[config.mk]
export PLATFORM = sky130hd
export DESIGN_NAME = tlv_ascii_length_parser
export DESIGN_NICKNAME = d
export VERILOG_FILES = /design/src/rtl/core/tlp_pkg.sv /design/src/rtl/core/tlp_decode.sv /design/src/rtl/core/tlv_ascii_length_parser.sv
export SDC_FILE = /design/constraint.sdc
export NUM_CORES = 1
export LEC_CHECK = 0
export ABC_CLOCK_PERIOD_IN_PS = 16300
export BUFFER_PORTS_ARGS = -buffer_cell sky130_fd_sc_hd__clkbuf_2
export CAP_MARGIN = 20
export CORE_MARGIN = 5
export CORE_UTILIZATION = 60
export CTS_BUF_LIST = sky130_fd_sc_hd__clkbuf_16
export CTS_CLUSTER_SIZE = 14
export DETAILED_ROUTE_END_ITERATION = 10
export GPL_ROUTABILITY_DRIVEN = 1
export HOLD_SLACK_MARGIN = 0.03
export PLACE_DENSITY = 0.81
export SETUP_SLACK_MARGIN = 0.15
export SLEW_MARGIN = 20
export SYNTH_ARGS = -nofsm -noshare
export SYNTH_HDL_FRONTEND = slang
export SYNTH_SLANG_ARGS = --single-unit
[constraint.sdc]
create_clock -name clock -period 16.3 [get_ports clock]
set_input_delay 1.63 -clock clock [delete_from_list [all_inputs] [get_ports clock]]
set_output_delay 1.63 -clock clock [all_outputs]
set_load 0.005 [all_outputs]
[src/rtl/core/tlp_pkg.sv]
package tlp_pkg;

   // input transaction
   typedef struct packed {
      logic [7:0] data_byte;
      logic       end_of_message;
   } req_type;

   // result transaction
   typedef struct packed {
      logic [1:0]  kind;
      logic [15:0] tag;
      logic [9:0]  value_length;
      logic [7:0]  value_byte;
      logic        last_of_element;
      logic        message_done;
   } rsp_type;

   // result kinds
   localparam logic [1:0] KIND_HEADER = 2'd0;
   localparam logic [1:0] KIND_VALUE  = 2'd1;
   localparam logic [1:0] KIND_ERROR  = 2'd2;

   // parser phases
   localparam logic [1:0] PHASE_TAG    = 2'd0;
   localparam logic [1:0] PHASE_LENGTH = 2'd1;
   localparam logic [1:0] PHASE_VALUE  = 2'd2;

   // saturation limit of the decimal length
   localparam logic [9:0] LEN_MAX = 10'd999;

   // ascii digit range
   localparam logic [7:0] CHAR_ZERO = 8'h30;
   localparam logic [7:0] CHAR_NINE = 8'h39;

   // parser state carried between bytes
   typedef struct packed {
      logic [1:0]  phase;
      logic [1:0]  field_position;
      logic [15:0] tag_shift;
      logic [9:0]  length_accumulator;
      logic        digits_stopped;
      logic [9:0]  bytes_remaining;
   } state_type;

   localparam state_type STATE_RESET = '{PHASE_TAG, 2'd0, 16'd0, 10'd0, 1'b0, 10'd0};

endpackage

[src/rtl/core/tlp_decode.sv]
module tlp_decode
   import tlp_pkg::*;
#(
   parameter int TAG_BYTES    = 2,
   parameter int LENGTH_CHARS = 3
) (
   input  state_type cur_state,
   input  req_type   item,
   output state_type nxt_state,
   output logic      emit,
   output rsp_type   rsp
);

   localparam logic [2:0] TAG_LAST = 3'(TAG_BYTES);
   localparam logic [2:0] LEN_LAST = 3'(LENGTH_CHARS);

   logic [2:0]  pos;
   logic        is_digit;
   logic [13:0] acc_prod;
   logic [9:0]  acc_sat;
   logic [9:0]  remaining;
   logic        truncate;

   assign pos      = {1'b0, cur_state.field_position} + 3'd1;
   assign is_digit = (item.data_byte >= CHAR_ZERO) && (item.data_byte <= CHAR_NINE);
   // acc * 10 + digit, acc never exceeds 999
   assign acc_prod = ({4'd0, cur_state.length_accumulator} << 3)
                   + ({4'd0, cur_state.length_accumulator} << 1)
                   + {10'd0, item.data_byte[3:0]};
   assign acc_sat  = (acc_prod > {4'd0, LEN_MAX}) ? LEN_MAX : acc_prod[9:0];
   assign remaining = cur_state.bytes_remaining - 10'd1;

   always_comb begin
      nxt_state = cur_state;
      emit      = 1'b0;
      rsp       = '0;
      truncate  = 1'b0;
      case (cur_state.phase)
         PHASE_LENGTH: begin
            if (!cur_state.digits_stopped && is_digit) begin
               nxt_state.length_accumulator = acc_sat;
            end else begin
               nxt_state.digits_stopped = 1'b1;
            end
            if (pos < LEN_LAST) begin
               nxt_state.field_position = pos[1:0];
               truncate = item.end_of_message;
            end else begin
               nxt_state.field_position = 2'd0;
               if (nxt_state.length_accumulator == 10'd0) begin
                  // zero-length element, header closes it
                  emit                = 1'b1;
                  rsp.kind            = KIND_HEADER;
                  rsp.tag             = cur_state.tag_shift;
                  rsp.last_of_element = 1'b1;
                  rsp.message_done    = item.end_of_message;
                  if (item.end_of_message) begin
                     nxt_state = STATE_RESET;
                  end else begin
                     nxt_state.phase = PHASE_TAG;
                  end
               end else if (item.end_of_message) begin
                  truncate = 1'b1;
               end else begin
                  emit             = 1'b1;
                  rsp.kind         = KIND_HEADER;
                  rsp.tag          = cur_state.tag_shift;
                  rsp.value_length = nxt_state.length_accumulator;
                  nxt_state.bytes_remaining = nxt_state.length_accumulator;
                  nxt_state.phase           = PHASE_VALUE;
               end
            end
         end
         PHASE_VALUE: begin
            nxt_state.bytes_remaining = remaining;
            if (remaining == 10'd0) begin
               emit                = 1'b1;
               rsp.kind            = KIND_VALUE;
               rsp.value_byte      = item.data_byte;
               rsp.last_of_element = 1'b1;
               rsp.message_done    = item.end_of_message;
               if (item.end_of_message) begin
                  nxt_state = STATE_RESET;
               end else begin
                  nxt_state.phase = PHASE_TAG;
               end
            end else if (item.end_of_message) begin
               truncate = 1'b1;
            end else begin
               emit           = 1'b1;
               rsp.kind       = KIND_VALUE;
               rsp.value_byte = item.data_byte;
            end
         end
         default: begin
            // tag phase, unused code lands here too
            nxt_state.phase = PHASE_TAG;
            if (cur_state.field_position == 2'd0) begin
               nxt_state.tag_shift = {8'd0, item.data_byte};
            end else begin
               nxt_state.tag_shift = {cur_state.tag_shift[7:0], item.data_byte};
            end
            if (pos < TAG_LAST) begin
               nxt_state.field_position = pos[1:0];
            end else begin
               nxt_state.field_position     = 2'd0;
               nxt_state.length_accumulator = 10'd0;
               nxt_state.digits_stopped     = 1'b0;
               nxt_state.phase              = PHASE_LENGTH;
            end
            truncate = item.end_of_message;
         end
      endcase
      if (truncate) begin
         nxt_state        = STATE_RESET;
         emit             = 1'b1;
         rsp              = '0;
         rsp.kind         = KIND_ERROR;
         rsp.message_done = 1'b1;
      end
   end

endmodule

[src/rtl/core/tlv_ascii_length_parser.sv]
// channel   direction  handshake              payload
// req_      in         req_valid / req_stall  req_data (req_type)
// rsp_      out        rsp_valid / rsp_stall  rsp_data (rsp_type)
//
// one byte per cycle sustained while results are not stalled; each byte
// passes the input register, then is decoded into the result register
// synchronous active-high reset returns the parser to the tag phase and
// empties both registers; req_stall is held high during reset
// a stalled result blocks the decode step; req_stall rises whenever the input
// register holds a byte while the result is stalled
module tlv_ascii_length_parser
   import tlp_pkg::*;
#(
   parameter int TAG_BYTES    = 2,
   parameter int LENGTH_CHARS = 3
) (
   input  logic    clock,
   input  logic    reset,
   input  logic    req_valid,
   output logic    req_stall,
   input  req_type req_data,
   output logic    rsp_valid,
   input  logic    rsp_stall,
   output rsp_type rsp_data
);

   // input register
   logic      in_valid_ff, in_valid_in;
   req_type   in_data_ff, in_data_in;

   // parser state
   state_type state_ff, state_in;

   // result register
   logic      out_valid_ff, out_valid_in;
   rsp_type   out_data_ff, out_data_in;

   state_type dec_state;
   logic      dec_emit;
   rsp_type   dec_rsp;

   logic      req_accept;
   logic      out_free;
   logic      advance;

   tlp_decode #(
      .TAG_BYTES    (TAG_BYTES),
      .LENGTH_CHARS (LENGTH_CHARS)
   ) u_decode (
      .cur_state (state_ff),
      .item      (in_data_ff),
      .nxt_state (dec_state),
      .emit      (dec_emit),
      .rsp       (dec_rsp)
   );

   // result slot is free when empty or being taken this cycle
   assign out_free   = !out_valid_ff || !rsp_stall;
   // decode the buffered byte whenever its result has somewhere to go
   assign advance    = in_valid_ff && out_free;
   assign req_stall  = reset || (in_valid_ff && !out_free);
   assign req_accept = req_valid && !req_stall;

   always_comb begin
      in_valid_in = in_valid_ff;
      in_data_in  = in_data_ff;
      if (req_accept) begin
         in_valid_in = 1'b1;
         in_data_in  = req_data;
      end else if (advance) begin
         in_valid_in = 1'b0;
      end
   end

   assign state_in = advance ? dec_state : state_ff;

   always_comb begin
      out_valid_in = out_valid_ff;
      out_data_in  = out_data_ff;
      if (advance && dec_emit) begin
         out_valid_in = 1'b1;
         out_data_in  = dec_rsp;
      end else if (out_free) begin
         // consumed or already empty
         out_valid_in = 1'b0;
      end
   end

   always_ff @(posedge clock) begin
      if (reset) begin
         in_valid_ff  <= 1'b0;
         out_valid_ff <= 1'b0;
         state_ff     <= STATE_RESET;
      end else begin
         in_valid_ff  <= in_valid_in;
         out_valid_ff <= out_valid_in;
         state_ff     <= state_in;
      end
   end

   // payload registers
   always_ff @(posedge clock) begin
      in_data_ff  <= in_data_in;
      out_data_ff <= out_data_in;
   end

   assign rsp_valid = out_valid_ff;
   assign rsp_data  = out_data_ff;

endmodule

; Yosys cells after proc, flatten, opt, wreduce, memory -nomap -nowiden
; Cells that the tools add are included.
[word_totals]
ff_bits = 90
inputBits = 13
[op_classes]
add_sub_neg = 4
order_cmp = 5
eq_ne = 10
muxes = 51
n_bitwise = 2
reduce_logical = 27
[op_table]
columns = operator, count
row1 = two-way mux 41 bit, 2
row2 = two-way mux 37 bit, 2
row3 = case mux 31 bit (2 select lines), 1
row4 = two-way mux 10 bit, 6
row5 = two-way mux 39 bit, 1
row6 = two-way mux 28 bit, 1
row7 = two-way mux 27 bit, 1
row8 = two-way mux 26 bit, 1
row9 = zero test 10 bit, 2
row10 = case mux 10 bit (2 select lines), 1
row11 = two-way mux 18 bit, 1
row12 = two-way mux 2 bit, 9
row13 = two-way mux 1 bit, 17
row14 = two-way mux 16 bit, 1
row15 = two-way mux 8 bit, 2
row16 = adder 13 x 11 -> 14 bit, 1
row17 = adder 14 x 4 -> 14 bit, 1
row18 = "> comparator 14 x 10 -> 1 bit, second input constant", 1
row19 = two-way mux 11 bit, 1
row20 = "subtractor 10 x 1 -> 10 bit, second input constant", 1
row21 = "!= test 3 x 2 -> 1 bit, second input constant", 3
row22 = ">= comparator 8 x 6 -> 1 bit, second input constant", 1
row23 = "less-or-equal comparator 8 x 6 -> 1 bit, second input constant", 1
row24 = "!= test 4 x 3 -> 1 bit, second input constant", 2
row25 = 22 further kinds, 39

; Depth between registers and ports, before layout
; Gate-level depths: netlist of the first run.
[logic_depth]
word_depth = 13
mapped_depth = 14

; By module
; From an unflattened synthesis of the first run, not the netlist that was laid out.
[hier_totals]
hier_cells = 693
area_unflattened_um2 = 6112.1
[by_module_without_submodules]
columns = mod, instances, cells_each, area_each_um2, seq_area_each_um2
row1 = tlv_ascii_length_parser, 1, 237, 3377.0, 2272.2
row2 = tlp_decode, 1, 456, 2735.1, 0.0

; Least setup slack after synthesis of the first run
; No wires, ideal clock.
[synth_path]
kind = reg-to-reg
start = reg in_data_ff[4] (netlist bit)
end = reg out_data_ff, in the netlist rsp_data[0] (enable)
setup_ps = 433
t_arrival_ps = 5003
required_ps = 15867
setup_slack_ps = 10864
path_stages_with_launch = 13
path_buffers = 0
path_cell_list = edfxtp_1 > fa_1 > fa_1 > a21o_1 > nand4_1 > and2_2 > a311oi_2 > nor4_4 > a41oi_2 > nor3_2 > nand3_1 > and3_1 > nor2_1
[synth_via]
elab_chain_len = 11
[synth_lines]
columns = item, line
row1 = start: declaration, tlv_ascii_length_parser.sv:29  ; req_type in_data_ff, in_data_in;
row2 = start signal: assignment, tlv_ascii_length_parser.sv:103  ; in_data_ff <= in_data_in;
row3 = adder 14 x 4 -> 14 bit (tied with other cells), tlp_decode.sv:29  ; + {10'd0, item.data_byte[3:0]};
row4 = > comparator 14 x 10 -> 1 bit or logical AND 1 bit (tied branches), "tlp_decode.sv:30, tlp_decode.sv:25"
row5 = two-way mux 10 bit or logical AND 1 bit (tied branches), "tlp_decode.sv:30, tlp_decode.sv:40"
row6 = two-way mux 10 bit *, tlp_decode.sv:40  ; if (!cur_state.digits_stopped && is_digit) begin
row7 = two-way mux 10 bit *, tlp_decode.sv:38  ; case (cur_state.phase)
row8 = zero test 10 bit *, tlp_decode.sv:50  ; if (nxt_state.length_accumulator == 10'd0) begin
row9 = two-way mux 1 bit, tlp_decode.sv:50
row10 = two-way mux 1 bit, tlp_decode.sv:45  ; if (pos < LEN_LAST) begin
row11 = case mux 1 bit (2 select lines), tlp_decode.sv:38
row12 = two-way mux 1 bit *, tlp_decode.sv:114  ; if (truncate) begin
row13 = logical AND 1 bit *, tlv_ascii_length_parser.sv:80  ; if (advance && dec_emit) begin
row14 = end signal: assignment, tlv_ascii_length_parser.sv:104  ; out_data_ff <= out_data_in;
row15 = end: declaration, tlv_ascii_length_parser.sv:36  ; rsp_type out_data_ff, out_data_in;
; Mark *: on every way between the ends. The rest lies on a longest branch, timed or not. The select of a mux whose other input is x is not followed.
; A chain may end at the register's enable or synchronous reset.

; Worst setup path in the final report of the first run
[layout_path]
start = reg in_data_ff[4] (netlist bit)
end = reg out_data_ff, in the netlist rsp_data[7] (enable)
; The elaborated chain is that of the path after synthesis.

==> impl_metrics.csv, run 1 <==
group,metric,value,unit
finish,layout-drive-gt1-share,16.2,%
synth,yosys_warnings,0,
timing,fmax,205,MHz
power_and_ir_drop,comb_power_share,6.0,%
finish,final_cell_mix,"clkbuf_2 (52), edfxtp_1 (47), nand2_1 (45)",
clock_network,cts.path.max_buffers,2,
synth,synthesis.nets,538,
clock_network,cts_sinks,90,
timing,layout_setup_ws,11.43,ns
critical_path,crit_required,16.34,ns
finish,fillerInstances,589,
critical_path,crit_path_end_kind,"register",
power_and_ir_drop,p_seq_share,52.3,%
place,post-place-ws,11.23,ns
power_and_ir_drop,pwr_density_cell,86.3,nW/um^2
power_and_ir_drop,switching_share,24.0,%
synth,ys_ff_latch,90,
run_status,status,"complete, no violations",
critical_path,cp_max_fo,26,
synth,synth_top_cell_area_share,29.3,%
place,place_area,5130,sq um
finish,final_net_count,580,
global_route,grt_first_pass_wirelength,18.7,mm
power_and_ir_drop,power.share.clock,41.7,%
run,max-cap-violations,0,
synth,avgSynthCellArea,9.75,sq um
synth,ys_types,64,
global_route,grt_overflow_total,0,
route,dr.first_iter.drc_count,313,
power_and_ir_drop,internal-power,0.356,mW
place,placedCellCount,627,
floorplanning,fp.dieH,99.7,um
floorplanning,coreArea,7770,sq um
timing,final_hold_viol_count,0,
power_and_ir_drop,p_total,0.469,mW
timing,rsz0062_at_grt,"no",
global_route,antenna_found_initial,0,
floorplanning,die_area,9930,sq um
timing,finalClockSkew,0.0106,ns
timing,totalNegativeSetupSlack,0,ns
clock_network,cts-resized-gates,0,
critical_path,worstPathArrival,4.91,ns
floorplanning,start_util,62.1,%
place,place.gp.congestion,0.935,
clock_network,clockRootBuffer,"clkbuf_16",
power_and_ir_drop,p_leak,2.14,nW
route,wirelength,11.6,mm
global_route,grt_use_total,23.5,%
timing,tightest_slew,1.01,ns
place,numPortBuffers,52,
critical_path,worstSetupPathType,"register to register",
timing,relSlewSlack,32.3,%
global_route,grt_pass1_vias,3725,
timing,fin_crit_sh,29.9,%
timing,slew_viol_final,0,
finish,layout.cells.non_filler,644,
global_route,grt_max_degree,39,
route,viasPerCell,6.20,
route,vias,3995,
clock_network,cts.clk_slew.worst_paths,0.06,ns
route,detail_route.wl_per_cell,17.9,um
power_and_ir_drop,vdd_drop_max,68.6,uV
power_and_ir_drop,power_switching,0.113,mW
synth,yosysSeqAreaShare,47.1,%
synth,synth_top_area_cell,"edfxtp_1",
synth,syn_inst,495,
clock_network,postCtsSetupRepairBufs,0,
clock_network,h-tree-depth,3,
floorplanning,die_w,99.7,um
route,dr.pass1.iters,5,
clock_network,cts_hold_buffers,0,
synth,ys_async_sr_fraction,0,%
critical_path,cp-start-kind,"register",
clock_network,numCtsBuffers,9,
finish,fin_area,5430,sq um
finish,final_core_util,70.0,%
clock_network,clock_latency,0.34,ns
floorplanning,rows,32,
synth,ys.flop_type,"edfxtp_1",
timing,hold-worst-slack,0.458,ns
worst_hold_path,hp-class,"register to register",
place,hpwl,8.29,mm
finish,diodes,0,
synth,syn_area,4820,sq um
timing,setup_viol,0,
finish,synthToLayoutAreaGrowth,12.6,%
route,ant_nets,0,
route,drc,0,
finish,layout_commonest_cell,"clkbuf_2",
floorplanning,pin_count,53,
synth,netlist_top_cells_area,"edfxtp_1 (29%), dfxtp_1 (18%), ha_1 (7.3%)",
synth,synth-edff-count,47,
clock_network,cts_tree,"built",
timing,min_period,4.87,ns
==> sequential cells by signal (all words and copies together) (netlist names) <==
| signal | count |
|---|---|
| in_valid_ff | 1 |
| rsp_valid | 1 |
| state_ff | 41 |
| in_data_ff | 9 |
| rsp_data | 38 |
==> cells in the mapped netlist (2+ instances only) <==
cell / instances
o31ai_1: 4
and4_1: 2
buf_1: 2
nor2_1: 41
o22ai_1: 4
nor3b_1: 3
nand4_1: 5
o211ai_1: 4
nand2_1: 45
nor3_1: 11
and3_1: 9
o21ai_0: 38
a22oi_1: 6
or2_2: 4
xor2_1: 3
dfxtp_1: 43
edfxtp_1: 47
nand2b_1: 4
or3_1: 2
fa_1: 2
o2bb2ai_1: 3
nor2b_1: 13
mux2i_1: 2
a221oi_1: 3
inv_1: 14
clkbuf_1: 20
a22o_1: 2
a31oi_1: 5
a211oi_1: 7
nor4_1: 3
ha_1: 28
nand3_1: 23
a21oi_1: 28
and2_1: 21
a21o_1: 5
xnor2_1: 8
or4_1: 2
a21oi_2: 2
o21a_1: 2
==> cell families (layout without fill, tap and decap cells) <==
kind of cell,count (synthesis),in the layout,share of synthesized area [%]
simple gates,196,196,21.2
compound gates,129,129,18.1
flops,90,90,47.1
buf+inv,37,84,3.03
fa+ha+maj,30,30,8.09
xor+xnor,11,11,2.00
mux,2,2,0.415
==> layout make-up <==
class / instances / area [sq um] / share of cell area (%)
timing repair buffer: 54 / 288 / 5.30
inverter: 14 / 52.6 / 0.967
clock buffer: 9 / 225 / 4.14
sequential: 90 / 2270 / 41.8
clock inverter: 7 / 55.1 / 1.01
multi-input combinational: 368 / 2410 / 44.4
tap: 102 / 128 / 2.35
==> layer usage <==
metal / global-route usage [%] / vias up / share of wire, %
met2: 38.0 / 170 / 48
met5: 0 / - / 0
met4: 6.30 / 0 / 1.4
li1: - / 1893 / -
met1: 32.1 / 1915 / 43
met3: 4.84 / 17 / 7.8
==> path summary, 6_finish.rpt <==
kind,start,to,slack (ns),cells past startpoint
worst max register to register,in_data_ff[4]$_DFFE_PP_,rsp_data[7]$_SDFFCE_PP0P_,11.43,13
worst min-delay path,state_ff[35]$_SDFFE_PP0P_,state_ff[35]$_SDFFE_PP0P_,0.46,2
worst max-delay path,in_data_ff[4]$_DFFE_PP_,rsp_data[7]$_SDFFCE_PP0P_,11.43,13
worst min register to register,state_ff[35]$_SDFFE_PP0P_,state_ff[35]$_SDFFE_PP0P_,0.46,2
==> critical path: stages (launching register included) <==
cell	delay (ns)
edfxtp_1	0.47
fa_1	0.57
fa_1	0.47
a21o_1	0.21
nand4_1	0.11
and2_2	0.20
a311oi_2	0.13
nor4_4	0.51
a41oi_2	0.23
nor3_2	0.53
nand3_1	0.19
and3_1	0.27
nor2_4	0.41
buf_12	0.25
==> power groups by stage <==
| stage | registers (mW) | clock network (mW) | logic (mW) |
|---|---|---|---|
| after floorplan | 0.250 | 0 | 0.0178 |
| after global placement | 0.250 | 0 | 0.0261 |
| after detailed placement | 0.251 | 0 | 0.0270 |
| after CTS | 0.246 | 0.197 | 0.0273 |
| after global routing | 0.246 | 0.207 | 0.0308 |
| final | 0.245 | 0.196 | 0.0280 |
(Power assumes the default switching activity.)
==> run 2, diff against run 1 <==
- ABC_CLOCK_PERIOD_IN_PS: 16300 -> 4250
- CORE_UTILIZATION: 60 -> 53
- PLACE_DENSITY: 0.81 -> 0.76
- clock period: 16.3 -> 4.25 ns (I/O delays scaled with it)
==> impl_metrics.csv, run 2 (synthesis results as in run 1) <==
group,metric,value,unit
route,vias,4202,
finish,final_net_count,620,
clock_network,cts.path.max_buffers,2,
route,maxUsedRoutingLayer,"met4",
finish,top_register,"state_ff",
clock_network,clockRootBuffer,"clkbuf_16",
floorplanning,pin_count,53,
timing,fin_crit_sh,97.2,%
global_route,grt_first_pass_wirelength,19.6,mm
floorplanning,die_w,105,um
place,hpwl,8.63,mm
clock_network,cts.clk_slew.worst_paths,0.07,ns
finish,final_core_util,68.4,%
place,placedCellCount,653,
worst_hold_path,hp-class,"primary input to register",
finish,layout.cells.non_filler,690,
run_status,status,"complete, no violations",
power_and_ir_drop,p_leak,2.39,nW
critical_path,worstPathArrival,4.34,ns
run,max-cap-violations,0,
finish,final_cell_mix,"clkbuf_2 (52), edfxtp_1 (47), nand2_1 (45)",
floorplanning,fp.dieH,105,um
timing,setup_viol,0,
route,wl_met1,5.01,mm
power_and_ir_drop,pwr_density_cell,311,nW/um^2
floorplanning,start_util,54.8,%
route,ant_nets,0,
finish,layout_commonest_cell,"clkbuf_2",
timing,relSlewSlack,36.2,%
route,detail_route.wl_per_cell,18.6,um
route,routed-wl-met2,6.37,mm
route,route.met3.wl,1.13,mm
place,numPortBuffers,52,
clock_network,h-tree-depth,3,
route,dr.pass1.iters,5,
critical_path,cp-start-kind,"register",
critical_path,cp_max_fo,8,
finish,synthToLayoutAreaGrowth,24.8,%
floorplanning,rows,34,
clock_network,clock_latency,0.34,ns
finish,largest_reg_flops,41,
timing,slew_viol_final,0,
critical_path,worstSetupPathType,"register to register",
timing,final_hold_viol_count,0,
floorplanning,die_area,11100,sq um
finish,layout-drive-gt1-share,26.6,%
clock_network,numCtsBuffers,9,
power_and_ir_drop,p_total,1.87,mW
critical_path,crit_path_end_kind,"register",
critical_path,crit_required,4.46,ns
global_route,grt_max_degree,33,
route,dr.first_iter.drc_count,472,
global_route,grt_pass1_vias,3904,
power_and_ir_drop,vdd_drop_max,194,uV
clock_network,cts_hold_buffers,0,
floorplanning,coreArea,8810,sq um
finish,fin_area,6020,sq um
clock_network,cts_tree,"built",
timing,rsz0062_at_grt,"yes",
place,place_area,5330,sq um
timing,finalClockSkew,0.0102,ns
clock_network,cts_sinks,90,
global_route,antenna_found_initial,0,
route,drc,0,
timing,min_period,4.13,ns
timing,tightest_slew,0.953,ns
route,wirelength,12.9,mm
global_route,grt_overflow_total,0,
global_route,grt_use_total,21.9,%
finish,diodes,0,
place,place.gp.congestion,0.917,
route,viasPerCell,6.09,
timing,fmax,242,MHz
## run 2: changes by cell type in the layout (fill, tap and decap cells not counted), sizes merged
cell	previous run	this run
clkinvlp	3	1
bufinv	0	1
clkbuf	61	64
buf	2	38
clkinv	0	2
nor2	41	42
inv	18	17
## run 2: worst max-delay path, cell delays in order, from the launching register on
cell	delay, ns
edfxtp_1	0.42
fa_2	0.61
buf_6	0.11
ha_4	0.19
a211oi_4	0.28
o21ai_2	0.13
a21boi_2	0.19
buf_4	0.14
xnor2_1	0.13
nand4_1	0.13
and4_2	0.30
or4_4	0.53
o311ai_4	0.11
buf_6	0.16
nor3b_4	0.24
buf_6	0.17
and2_4	0.14
## run 2: final timing paths
check	slack, ns	end	cells past startpoint	start
max	0.12	rsp_data[30]$_SDFFCE_PP0P_	16	in_data_ff[4]$_DFFE_PP_
min	0.26	in_data_ff[7]$_DFFE_PP_	1	req_data[7]
max reg2reg	0.12	rsp_data[30]$_SDFFCE_PP0P_	16	in_data_ff[4]$_DFFE_PP_
min reg2reg	0.45	state_ff[29]$_SDFFE_PP0P_	2	state_ff[29]$_SDFFE_PP0P_
## run 2: timing repair
item | CTS | global route
buffers inserted | 9 | 6
pin swaps | 4 | 19
gates cloned | 1 | 5
hold endpoints to repair | 0 | 0
resized for setup | 4 | 30
endpoints found under the setup margin | 55 | 73
## run 2: cell type report
cell class / count / area (sq um)
Clock inverter: 7 / 68.8
Fill cell: 648 / 2780
Timing Repair Buffer: 93 / 692
Clock buffer: 9 / 225
Tap cell: 108 / 135
Multi-Input combinational cell: 369 / 2580
Sequential cell: 90 / 2270
Inverter: 14 / 52.6
## run 2: where the power goes
group          switching [mW]  internal, mW
logic                  0.0850        0.0570
registers              0.0119         0.929
clock network           0.334         0.456
## run 2: stage by stage
step           setup WS [ns]  hold WS, ns  setup TNS, ns
2_1_floorplan          0.112        0.431              0
3_3_place_gp         -0.0971        0.442          -3.62
3_5_place_dp          -0.220        0.447          -9.39
4_1_cts                0.149        0.258              0
5_1_grt              -0.0544        0.256         -0.740
6_report               0.120        0.263              0
## run 2: metal layers
metal / up-vias / global-route usage, %
li1: 1981 / -
met1: 1949 / 27.5
met2: 237 / 36.5
met3: 35 / 4.95
met4: 0 / 8.62
met5: - / 0
